### src/rtl/tmm_pkg.sv
// tmm_pkg: shared widths, command and register codes, and control types
// for the tiled matrix multiply core; no dependencies
package tmm_pkg;

    localparam int DEF_MAX_DIM    = 64;
    localparam int DEF_ELEM_WIDTH = 16;

    localparam int CMD_W      = 2;
    localparam int IDX_W      = 6;
    localparam int VALUE_W    = 16;
    localparam int SUM_W      = 38;
    localparam int CFG_IDX_W  = 3;
    localparam int CFG_DATA_W = 7;
    // wide enough to hold MAX_DIM at the top of its range
    localparam int DIM_CMP_W  = 9;

    localparam logic [CMD_W-1:0] CMD_WRITE_A = 2'd0;
    localparam logic [CMD_W-1:0] CMD_WRITE_B = 2'd1;
    localparam logic [CMD_W-1:0] CMD_COMPUTE = 2'd2;

    localparam logic [CFG_IDX_W-1:0] CFG_ROWS_A    = 3'd0;
    localparam logic [CFG_IDX_W-1:0] CFG_INNER_DIM = 3'd1;
    localparam logic [CFG_IDX_W-1:0] CFG_COLS_B    = 3'd2;
    localparam logic [CFG_IDX_W-1:0] CFG_TILE_SIZE = 3'd3;

    localparam logic [CFG_DATA_W-1:0] RST_ROWS_A    = 7'd64;
    localparam logic [CFG_DATA_W-1:0] RST_INNER_DIM = 7'd64;
    localparam logic [CFG_DATA_W-1:0] RST_COLS_B    = 7'd64;
    localparam logic [CFG_DATA_W-1:0] RST_TILE_SIZE = 7'd16;

    typedef struct packed {
        logic clear;
        logic issue;
    } t_mac_ctrl;

endpackage

### src/rtl/tmm_mac.sv
// tmm_mac: registered multiply then accumulate over elements read from the stores
// depends on tmm_pkg
module tmm_mac #(
    parameter int ELEM_WIDTH = tmm_pkg::DEF_ELEM_WIDTH
) (
    input  logic                           i_clk,
    input  logic                           i_rst_n,
    input  tmm_pkg::t_mac_ctrl             i_ctrl,
    input  logic signed [ELEM_WIDTH-1:0]   i_rdata_a,
    input  logic signed [ELEM_WIDTH-1:0]   i_rdata_b,
    output logic signed [tmm_pkg::SUM_W-1:0] o_acc,
    output logic                           o_busy
);
    import tmm_pkg::*;

    localparam int PW = 2 * ELEM_WIDTH;
    localparam int XW = (PW > SUM_W) ? PW : SUM_W;

    logic                 r_rd_vld;
    logic                 r_prod_vld;
    logic signed [PW-1:0] r_prod;
    logic signed [XW-1:0] w_prod_ext;

    // sign extend, or wrap when the product is wider than the sum
    assign w_prod_ext = XW'(r_prod);

    always_ff @(posedge i_clk) begin
        if (!i_rst_n) begin
            r_rd_vld   <= 1'b0;
            r_prod_vld <= 1'b0;
        end else if (i_ctrl.clear) begin
            r_rd_vld   <= 1'b0;
            r_prod_vld <= 1'b0;
        end else begin
            r_rd_vld   <= i_ctrl.issue;
            r_prod_vld <= r_rd_vld;
        end
    end

    always_ff @(posedge i_clk) begin
        r_prod <= i_rdata_a * i_rdata_b;
        if (i_ctrl.clear) begin
            o_acc <= '0;
        end else if (r_prod_vld) begin
            o_acc <= o_acc + w_prod_ext[SUM_W-1:0];
        end
    end

    assign o_busy = r_rd_vld | r_prod_vld;

endmodule

### config.mk
export PLATFORM = sky130hd
export DESIGN_NAME = tmm_mac
export DESIGN_NICKNAME = d
export VERILOG_FILES = /design/src/rtl/tmm_pkg.sv /design/src/rtl/tmm_mac.sv
export SDC_FILE = /design/constraint.sdc
export NUM_CORES = 1
export LEC_CHECK = 0
export CAP_MARGIN = 20
export CORE_AREA = 4 4 174 176
export DETAILED_ROUTE_END_ITERATION = 10
export DIE_AREA = 0 0 178 180
export DONT_BUFFER_PORTS = 1
export SYNTH_ARGS = -nofsm -noshare
export SYNTH_HDL_FRONTEND = slang
export SYNTH_SLANG_ARGS = --single-unit
### constraint.sdc
create_clock -name i_clk -period 9.45 [get_ports i_clk]
set_input_delay 2.835 -clock i_clk [delete_from_list [all_inputs] [get_ports i_clk]]
set_output_delay 2.835 -clock i_clk [all_outputs]
set_load 0.03 [all_outputs]
# Word-level counts from Yosys, hierarchy flattened
# Cells that the tools add are included.
[totals] reg_bits=72 output_inout_bits=39 elab_cells=9
[classes] n_addsub=1 n_mul=1 bitwise=2 reduce_logical=1
[op_table] op="$add 38x38->38" count=1
[op_table] op="$mul 16x16->32" count=1
[op_table] op="$reduce_or 2->1" count=1
[op_table] op="$not 1->1" count=1
[op_table] op="$or 1x1->1" count=1

# Logic depth before layout (Yosys ltp)
# Gate-level depths: netlist (run 1).
[depth] depth_word=2 depth_mapped=22 depth_no_buf=21

# Worst setup path after synthesis (run 1)
# Ideal clock, no wire load.
[synth_timing] path_type="input port to flip-flop" startpoint="in i_rdata_b[2]" endpoint="reg r_prod[25]" arrival_time_ns=8.142 required_time_ns=9.378 setup_slack_ns=1.236 stages=21 path_buffers=1 path_cell_list="clkbuf_1 and2_1 fa_1 inv_1 fa_1 fa_1 inv_1 fa_1 fa_1 inv_1 fa_1 inv_1 ha_1 a21o_1 a31o_2 a221oi_1 o21a_1 o21ai_0 a31o_2 a21oi_1 xnor2_1"
[synth_between] elab_chain_len=1
[synth_lines] item="start, declared" line_no="tmm_mac.sv:10" text="input logic signed [ELEM_WIDTH-1:0] i_rdata_b,"
[synth_lines] item="$mul 16x16->32" line_no="tmm_mac.sv:41" text="r_prod <= i_rdata_a * i_rdata_b;"
[synth_lines] item="end signal, assigned" line_no="tmm_mac.sv:41"
[synth_lines] item="end, declared" line_no="tmm_mac.sv:21" text="logic signed [PW-1:0] r_prod;"
# Every way passes these cells.
# A chain may end at the register's enable or synchronous reset.

# Worst setup path in the final report (run 1)
[layout_timing] startpoint="in i_rdata_b[15]" endpoint="reg r_prod[25]"
# Same word-level chain as after synthesis.

==> flow_summary.ini, run 1 <==
[global_route]
antenna_found_initial = 1
grtUsageMet3_pct = 2.79
use_met1_pct = 28.7
grt_max_degree = 56
top_usage_layer = met2
grt_use_total_pct = 21.2
grt_pass1_vias = 10500
grt.overflow.total = 0
grt_pass1_wl_mm = 54.9
use_met2_pct = 36.1

[die]
floorplan.initialDensity_pct = 48.5
die-area_um2 = 32000
boundaryPins = 75
rows = 62
die_w_um = 178
dieHeight_um = 180
core_area_um2 = 28600

[timing]
relSlewSlack_pct = 55.8
rsz0062_at_grt = false
finalSetupViolCount = 0
finClkSkew_ns = 0.0159
tns_ns = 0
finalHoldViolCount = 0
post-route-min-period_ns = 7.98
finalCritPeriodShare_pct = 84.5
slew_violations = 0
max_freq_ghz = 0.125
worst_slew_pin_slew_ns = 0.662

[routing]
drcViolationCount = 0
drt_iter0_drc = 524
vias = 9997
ant_nets = 0
dr.pass1.iters = 5
wl_per_cell_um = 17.5
vias_per_cell = 5.31
wl_mm = 33.1

[final_layout]
fin_cells = 1884
drive_gt1_share_pct = 2.53
num_antenna_cells = 0
syn2layout_area_growth_pct = 4.24
final_nets = 1913

[synthesis]
synth_seq_cells = 72
ys_seq_area_share_pct = 10.4
synth.top_cell.area_share_pct = 38.0
syn_avg_cell_area_um2 = 9.05
ys_warn_count = 0
synth_edf_count = 0
ys_types = 71
synth_cells = 1532
synthTopCellsByCount = 296 x inv_1, 263 x fa_1, 153 x nand2_1, 129 x and2_1, 119 x ha_1
synth_flop_cell = dfxtp_1
syn-num-nets = 1950
yosysMostFrequentCell = inv_1
synth.area.top_cells = fa_1 38%, ha_1 11%, dfxtp_1 10%
async_flop_share_pct = 0
syn-cell-area_um2 = 13900
synth_top_cell_by_area = fa_1

[flow_run]
maxCapViolCount = 0

[clocking]
clkLatencyLatePin_ns = 0.34
cts_buffers = 9
postCtsResizedCells = 0
cts_htree_levels = 3
hold_buffers = 0
cts-root-buf = clkbuf_16
cts_sinks = 72
cts_buffer_depth = 2
cts_tree = yes
clkSlewWorstSetupHoldPaths_ns = 0.07
cts_setup_buffers = 0

[run_status]
outcome = finished clean

[critical_path]
cp.arrival_ns = 8.25
cp_max_fo = 9
critPathLaunchType = primary input
worstSetupPathType = primary input to flop
crit_required_ns = 9.72
end_kind = flop

[worst_hold_path]
hold_class = flop to flop

[placement]
port_buffers = 0
dp_hpwl_mm = 27.5
gp_congestion = 0.874
numPlacedInstances = 1868
==> metal layers <==
| layer | part of all wire [%] | vias to the layer above |
|---|---|---|
| met5 | 0 | - |
| met4 | 2.4 | 0 |
| met3 | 5.1 | 44 |
| met2 | 49 | 242 |
| met1 | 43 | 4967 |
| li1 | - | 4744 |
==> area by class of cell <==
type	instances	area [µm²]
inverter	296	1110
timing repair buffer	2	15.0
fill	2754	14200
sequential	72	1440
clock buffer	9	225
multi-input combinational	1114	11100
tap	384	480
clock inverter	7	66.3
==> metrics by stage <==
stage	utilization, %	worst slack (ns)	hold slack (ns)	area (µm²)
after floorplan	-	1.24	0.462	13900
after global placement	49.5	1.22	0.480	14200
after detailed placement	49.5	1.10	0.483	14200
after CTS	50.5	1.45	0.504	14500
after global routing	50.5	1.10	0.530	14500
final	50.5	1.47	0.505	14500
==> cells by family (layout without fill, tap and decap cells) <==
kind of cell / Yosys count / after routing / synth area share (%)
fa+ha+maj: 382 / 382 / 48.7
flops: 72 / 72 / 10.4
compound gates: 211 / 211 / 10.4
buf+inv: 346 / 314 / 9.45
simple gates: 441 / 441 / 15.8
xor+xnor: 59 / 59 / 3.73
mux: 21 / 21 / 1.52
==> worst max-delay path, stage by stage <==
cell,delay (ns)
inv_1,0.31
nor2_1,0.11
fa_1,0.51
fa_1,0.43
fa_1,0.51
fa_1,0.44
fa_1,0.49
inv_1,0.05
fa_1,0.47
inv_1,0.04
ha_1,0.34
a21o_1,0.23
a31o_2,0.21
a221oi_1,0.34
o21a_1,0.24
o21ai_0,0.12
a31o_2,0.25
a21oi_1,0.18
xnor2_1,0.14
==> cell usage in the layout (no fill, tap or decap), types with 6 or more instances in the layout <==
| cell type | n |
|---|---|
| nor3_1 | 12 |
| xor2_1 | 18 |
| a21oi_1 | 49 |
| o21a_1 | 13 |
| a21o_1 | 22 |
| dfxtp_1 | 71 |
| nand3_1 | 14 |
| inv_1 | 296 |
| o21ai_0 | 37 |
| and3_1 | 7 |
| nand4_1 | 8 |
| fa_1 | 263 |
| a211oi_1 | 15 |
| a31oi_1 | 7 |
| ha_1 | 119 |
| a21boi_0 | 6 |
| mux2i_1 | 20 |
| clkbuf_16 | 9 |
| o211ai_1 | 6 |
| nor2_1 | 75 |
| nand2b_1 | 17 |
| nand2_1 | 153 |
| xnor2_1 | 41 |
| and2_1 | 129 |
| o21bai_1 | 6 |
==> sequential cells by signal, indices dropped and copies added, names as in the netlist <==
register    cells
o_acc          38
r_rd_vld        1
r_prod         32
r_prod_vld      1
==> path summary, 6_finish.rpt <==
| path | from | end | slack (ns) | depth (start not counted) |
|---|---|---|---|---|
| hold / removal | r_rd_vld | r_prod_vld | 0.50 | 1 |
| setup reg to reg | o_acc[0] | o_acc[30] | 6.43 | 11 |
| setup / recovery | i_rdata_b[15] | r_prod[25] | 1.47 | 19 |
| hold reg to reg | r_rd_vld | r_prod_vld | 0.50 | 1 |
Power of run 1 is left out: the tool's default activity adds up to more than one toggle a clock period on the data nets, which glitch-free logic cannot reach.
==> run 2, diff against run 1 <==
==> constraint.sdc (replaced) <==
create_clock -name i_clk -period 7.5 [get_ports i_clk]
set_input_delay 2.25 -clock i_clk [delete_from_list [all_inputs] [get_ports i_clk]]
set_output_delay 2.25 -clock i_clk [all_outputs]
set_load 0.03 [all_outputs]
==> run 2 against run 1 <==
Effect of this change:
- setup slack got worse by 1.1 ns
- highest routed layer unchanged
- first-iteration DRC count increased by 18%
- critical path depth increased by 1
- register-to-register slack got worse by 1.9 ns
- routed wire length decreased by 2.3%
- critical endpoint is now r_prod[31]
==> flow_summary.ini, run 2 (synthesized netlist as in run 1, its figures left out) <==
[final_layout]
final_cell_mix = 296 x inv_1, 262 x fa_1, 153 x nand2_1
final_util_pct = 51.7
top_register = o_acc
final_nets = 1948
largest_registers = o_acc (38), r_prod (32)
fin_cells = 1920
drive_gt1_share_pct = 5.15
syn2layout_area_growth_pct = 6.59
final_common_cell = inv_1
largest_reg_flops = 38

[critical_path]
worstSetupPathType = primary input to flop
crit_required_ns = 7.74
critPathLaunchType = primary input
cp.arrival_ns = 7.42
rrSetupSlack_ns = 4.48
worstPathCellList = and2_1 > fa_1 > inv_1 > fa_1 > fa_1 > inv_1 > fa_1 > fa_1 > inv_1 > fa_1 > inv_1 > ha_1 > nand3_1 > nor2_2 > nand3_1 > o31ai_1 > o2111ai_2 > a21o_1 > and3_1 > a311oi_1
cp_max_fo = 16
critPathLaunch = i_rdata_b[2]
cp.depth = 20
r2r_end = o_acc[30]
end_kind = flop
worst_path_most_repeated_cell = fa_1
crit_family = adder cells
rr_worst_depth = 11
slowest_delay_ns = 0.53
critPathCapture = r_prod[31]
crit_path_top_delay_cell = fa_1
crit_buf_inv = 4
r2r_start = o_acc[0]

[routing]
ant_nets = 0
dr.pass1.iters = 4
wl_mm = 32.3
wl_per_cell_um = 16.8
drcViolationCount = 0
vias = 10100
vias_per_cell = 5.27
drt_iter0_drc = 619

[clocking]
cts_buffer_depth = 2
cts_buffers = 9
cts-root-buf = clkbuf_16
cts_sinks = 72
cts_tree = yes
postCtsResizedCells = 0
cts_setup_buffers = 0
hold_buffers = 0
clkLatencyLatePin_ns = 0.34
clkSlewWorstSetupHoldPaths_ns = 0.06
cts_htree_levels = 3

[timing]
worst_slew_pin_slew_ns = 0.667
relSlewSlack_pct = 55.5
hold_ws_ns = 0.506
rsz0062_at_grt = false
post-route-min-period_ns = 7.18
slew_violations = 0
max_freq_ghz = 0.139
finalHoldViolCount = 0
finalCritPeriodShare_pct = 95.7
finalSetupViolCount = 0
finClkSkew_ns = 0.0148

[placement]
dp_hpwl_mm = 26.9
numPlacedInstances = 1903
gp_congestion = 0.906
port_buffers = 0

[die]
dieHeight_um = 180
floorplan.initialDensity_pct = 48.5
die-area_um2 = 32000
die_w_um = 178
core_area_um2 = 28600
rows = 62
boundaryPins = 75

[global_route]
grt_use_total_pct = 20.9
grt.overflow.total = 0
grt_pass1_vias = 10500
grt_max_degree = 56
grt_pass1_wl_mm = 54.5
antenna_found_initial = 0

[run_status]
outcome = finished clean

[worst_hold_path]
hold_class = flop to flop

[flow_run]
maxCapViolCount = 0
==> run 2: layout make-up <==
type,instances,area [µm²]
antenna,1,2.50
timing repair buffer,37,290
clock buffer,9,225
tap,384,480
sequential,72,1440
inverter,296,1110
clock inverter,7,80.1
fill,2694,13800
multi-input combinational,1114,11200
==> run 2: layer usage <==
metal  GRT usage [%]  vias up  part of all wire, %
met4            4.64        0                  1.8
met1            29.4     5010                   44
met5               0        -                    0
met2            35.0      245                   50
li1                -     4819                    -
met3            2.31       44                  4.4
==> run 2: per-stage QoR <==
| step | setup WS [ns] | setup TNS, ns | cell area, µm² |
|---|---|---|---|
| floorplan | -0.0210 | -0.0210 | 13900 |
| global placement | -0.0229 | -0.0229 | 14500 |
| detailed placement | -0.0734 | -0.261 | 14500 |
| CTS | 0.289 | 0 | 14800 |
| global route | 0.0135 | 0 | 14800 |
| finish | 0.325 | 0 | 14800 |
==> run 2: worst min path at each step <==
stage          startpoint    endpoint  slack (ns)  depth (start not counted)
3_3_place_gp     r_rd_vld  r_prod_vld        0.49                          1
2_1_floorplan    r_rd_vld  r_prod_vld        0.46                          1
6_report         r_rd_vld  r_prod_vld        0.51                          1
5_1_grt          r_rd_vld  r_prod_vld        0.53                          1
4_1_cts          r_rd_vld  r_prod_vld        0.51                          1
3_5_place_dp     r_rd_vld  r_prod_vld        0.50                          1
Power of run 2 is left out for the same reason.
==> run 3, diff against run 2 <==
--- a/config.mk
+++ b/config.mk
@@ -10,6 +10,7 @@
 export DETAILED_ROUTE_END_ITERATION = 10
 export DIE_AREA = 0 0 178 180
 export DONT_BUFFER_PORTS = 1
+export PLACE_DENSITY = 0.66
 export SYNTH_ARGS = -nofsm -noshare
 export SYNTH_HDL_FRONTEND = slang
 export SYNTH_SLANG_ARGS = --single-unit
==> constraint.sdc (replaced) <==
create_clock -name i_clk -period 6.1 [get_ports i_clk]
set_input_delay 1.83 -clock i_clk [delete_from_list [all_inputs] [get_ports i_clk]]
set_output_delay 1.83 -clock i_clk [all_outputs]
set_load 0.03 [all_outputs]
==> run 3 against run 2 <==
Effect of this change:
- the run now ends with setup timing left
- final cell count grew 3.3%
- sequential share of layout area shrank 0.59 points
- utilization grew 3.3 points
- register-to-register slack lost 1.4 ns
- die area is the same
- first-iteration DRC count shrank 12%
- cell area grew 6.4%
- non-clock buffer count grew 64
- clock-buffer cell count grew 2
- largest cell class unchanged
- highest routed layer unchanged
==> flow_summary.ini, run 3 (synthesized netlist as in run 1, its figures left out) <==
[run_status]
outcome = complete, but fails checks
violations = setup timing

[final_layout]
final_common_cell = inv_1
num_antenna_cells = 0
largest_reg_flops = 38
top_register = o_acc
design_area_um2 = 15700
syn2layout_area_growth_pct = 13.5
final_cell_mix = 284 x inv_1, 252 x fa_1, 146 x nand2_1
drive_gt1_share_pct = 13.9
final_nets = 2012
fillers = 2591
final_util_pct = 55.0
largest_registers = o_acc (38), r_prod (32)
register_area_um2 = 1440
multi_input_area_um2 = 11600

[die]
core_area_um2 = 28600
rows = 62
boundaryPins = 75
dieHeight_um = 180
die_w_um = 178
die-area_um2 = 32000
floorplan.initialDensity_pct = 48.5

[critical_path]
rrSetupSlack_ns = 3.12
critPathLaunchType = primary input
rr_worst_depth = 11
cp.arrival_ns = 6.77
worstSetupPathType = primary input to flop
r2r_start = o_acc[0]
r2r_end = o_acc[30]
crit_required_ns = 6.37
cp_max_fo = 16
end_kind = flop

[placement]
dpl_cell_area_um2 = 15000
dp_hpwl_mm = 27.5
place_ws_ns = -0.906
gp_congestion = 0.895
port_buffers = 0

[routing]
wl_per_cell_um = 16.6
drcViolationCount = 0
drt_iter0_drc = 545
wl_mm = 33.0
dr.pass1.iters = 5
ant_nets = 0
vias_per_cell = 5.31
vias = 10500

[clocking]
cts-root-buf = clkbuf_16
cts_buffers = 9
clkSlewWorstSetupHoldPaths_ns = 0.06
cts_htree_levels = 3
cts_buffer_depth = 2
clkLatencyLatePin_ns = 0.35
hold_buffers = 0
cts_tree = yes
cts_sinks = 72

[timing]
max_freq_ghz = 0.154
finClkSkew_ns = 0.0160
relSlewSlack_pct = 55.7
hold_ws_ns = 0.495
timing.final.ws_setup_ns = -0.401
post-route-min-period_ns = 6.50
worst_slew_pin_slew_ns = 0.665
finalCritPeriodShare_pct = 107
finalSetupViolCount = 17
finalHoldViolCount = 0
rsz0062_at_grt = true
slew_violations = 0

[global_route]
grt_max_degree = 56
grt_use_total_pct = 21.1
antenna_found_initial = 0
grt_pass1_wl_mm = 55.3
grt.overflow.total = 0
grt_pass1_vias = 11200

[worst_hold_path]
hp-start = r_rd_vld
hold_depth = 1
hold_class = flop to flop
holdPathEnd = r_prod_vld

[flow_run]
maxCapViolCount = 0
## run 3: worst max-delay path by stage
stage | start | endpoint | slack, ns | depth (start not counted)
final | i_rdata_a[8] | r_prod[24] | -0.40 | 21
after global routing | i_rdata_b[4] | r_prod[24] | -0.57 | 22
after CTS | i_rdata_a[10] | r_prod[31] | -0.41 | 20
after detailed placement | i_rdata_b[4] | r_prod[28] | -0.91 | 20
after global placement | i_rdata_b[3] | r_prod[30] | -0.89 | 15
after floorplan | i_rdata_b[4] | r_prod[25] | -0.72 | 21
## run 3: area by class of cell
cell class                      instances  share of cell area [%]
Tap cell                              384                    3.05
Clock inverter                          5                   0.207
Clock buffer                           11                    1.54
Timing Repair Buffer                  101                    5.06
Multi-Input combinational cell       1114                    73.9
Inverter                              296                    7.08
Sequential cell                        72                    9.17
## run 3: timing repair
item                       in CTS  in global routing
gates resized for setup        36                 46
buffers inserted                4                  3
pin swaps                      40                 29
setup endpoints to repair      17                 19
## run 3: routing by layer
metal	up-vias	share of wire, %	global-route usage [%]
met3	49	5.1	3.72
met4	0	2.1	4.61
met2	240	52	37.6
li1	4943	-	-
met5	-	0	0
met1	5298	41	26.7
## run 3: through the flow
step / setup TNS [ns] / std cells
detailed placement: -12.55 / 1960
global placement: -11.75 / 1960
CTS: -4.95 / 1980
global route: -7.07 / 1983
floorplan: -8.70 / 1532
finish: -4.33 / 1983
## run 3: critical path: stages
cell	delay (ns)
and2_4	0.14
fa_1	0.52
inv_1	0.05
fa_1	0.46
fa_1	0.49
inv_1	0.05
fa_1	0.46
fa_1	0.53
inv_2	0.04
fa_1	0.51
inv_2	0.05
ha_4	0.25
a21oi_4	0.17
nand2_1	0.08
a211oi_2	0.22
a21o_1	0.23
a31oi_4	0.11
buf_6	0.13
a21o_1	0.17
a21oi_2	0.14
xnor2_1	0.12
Power of run 3 is left out for the same reason.
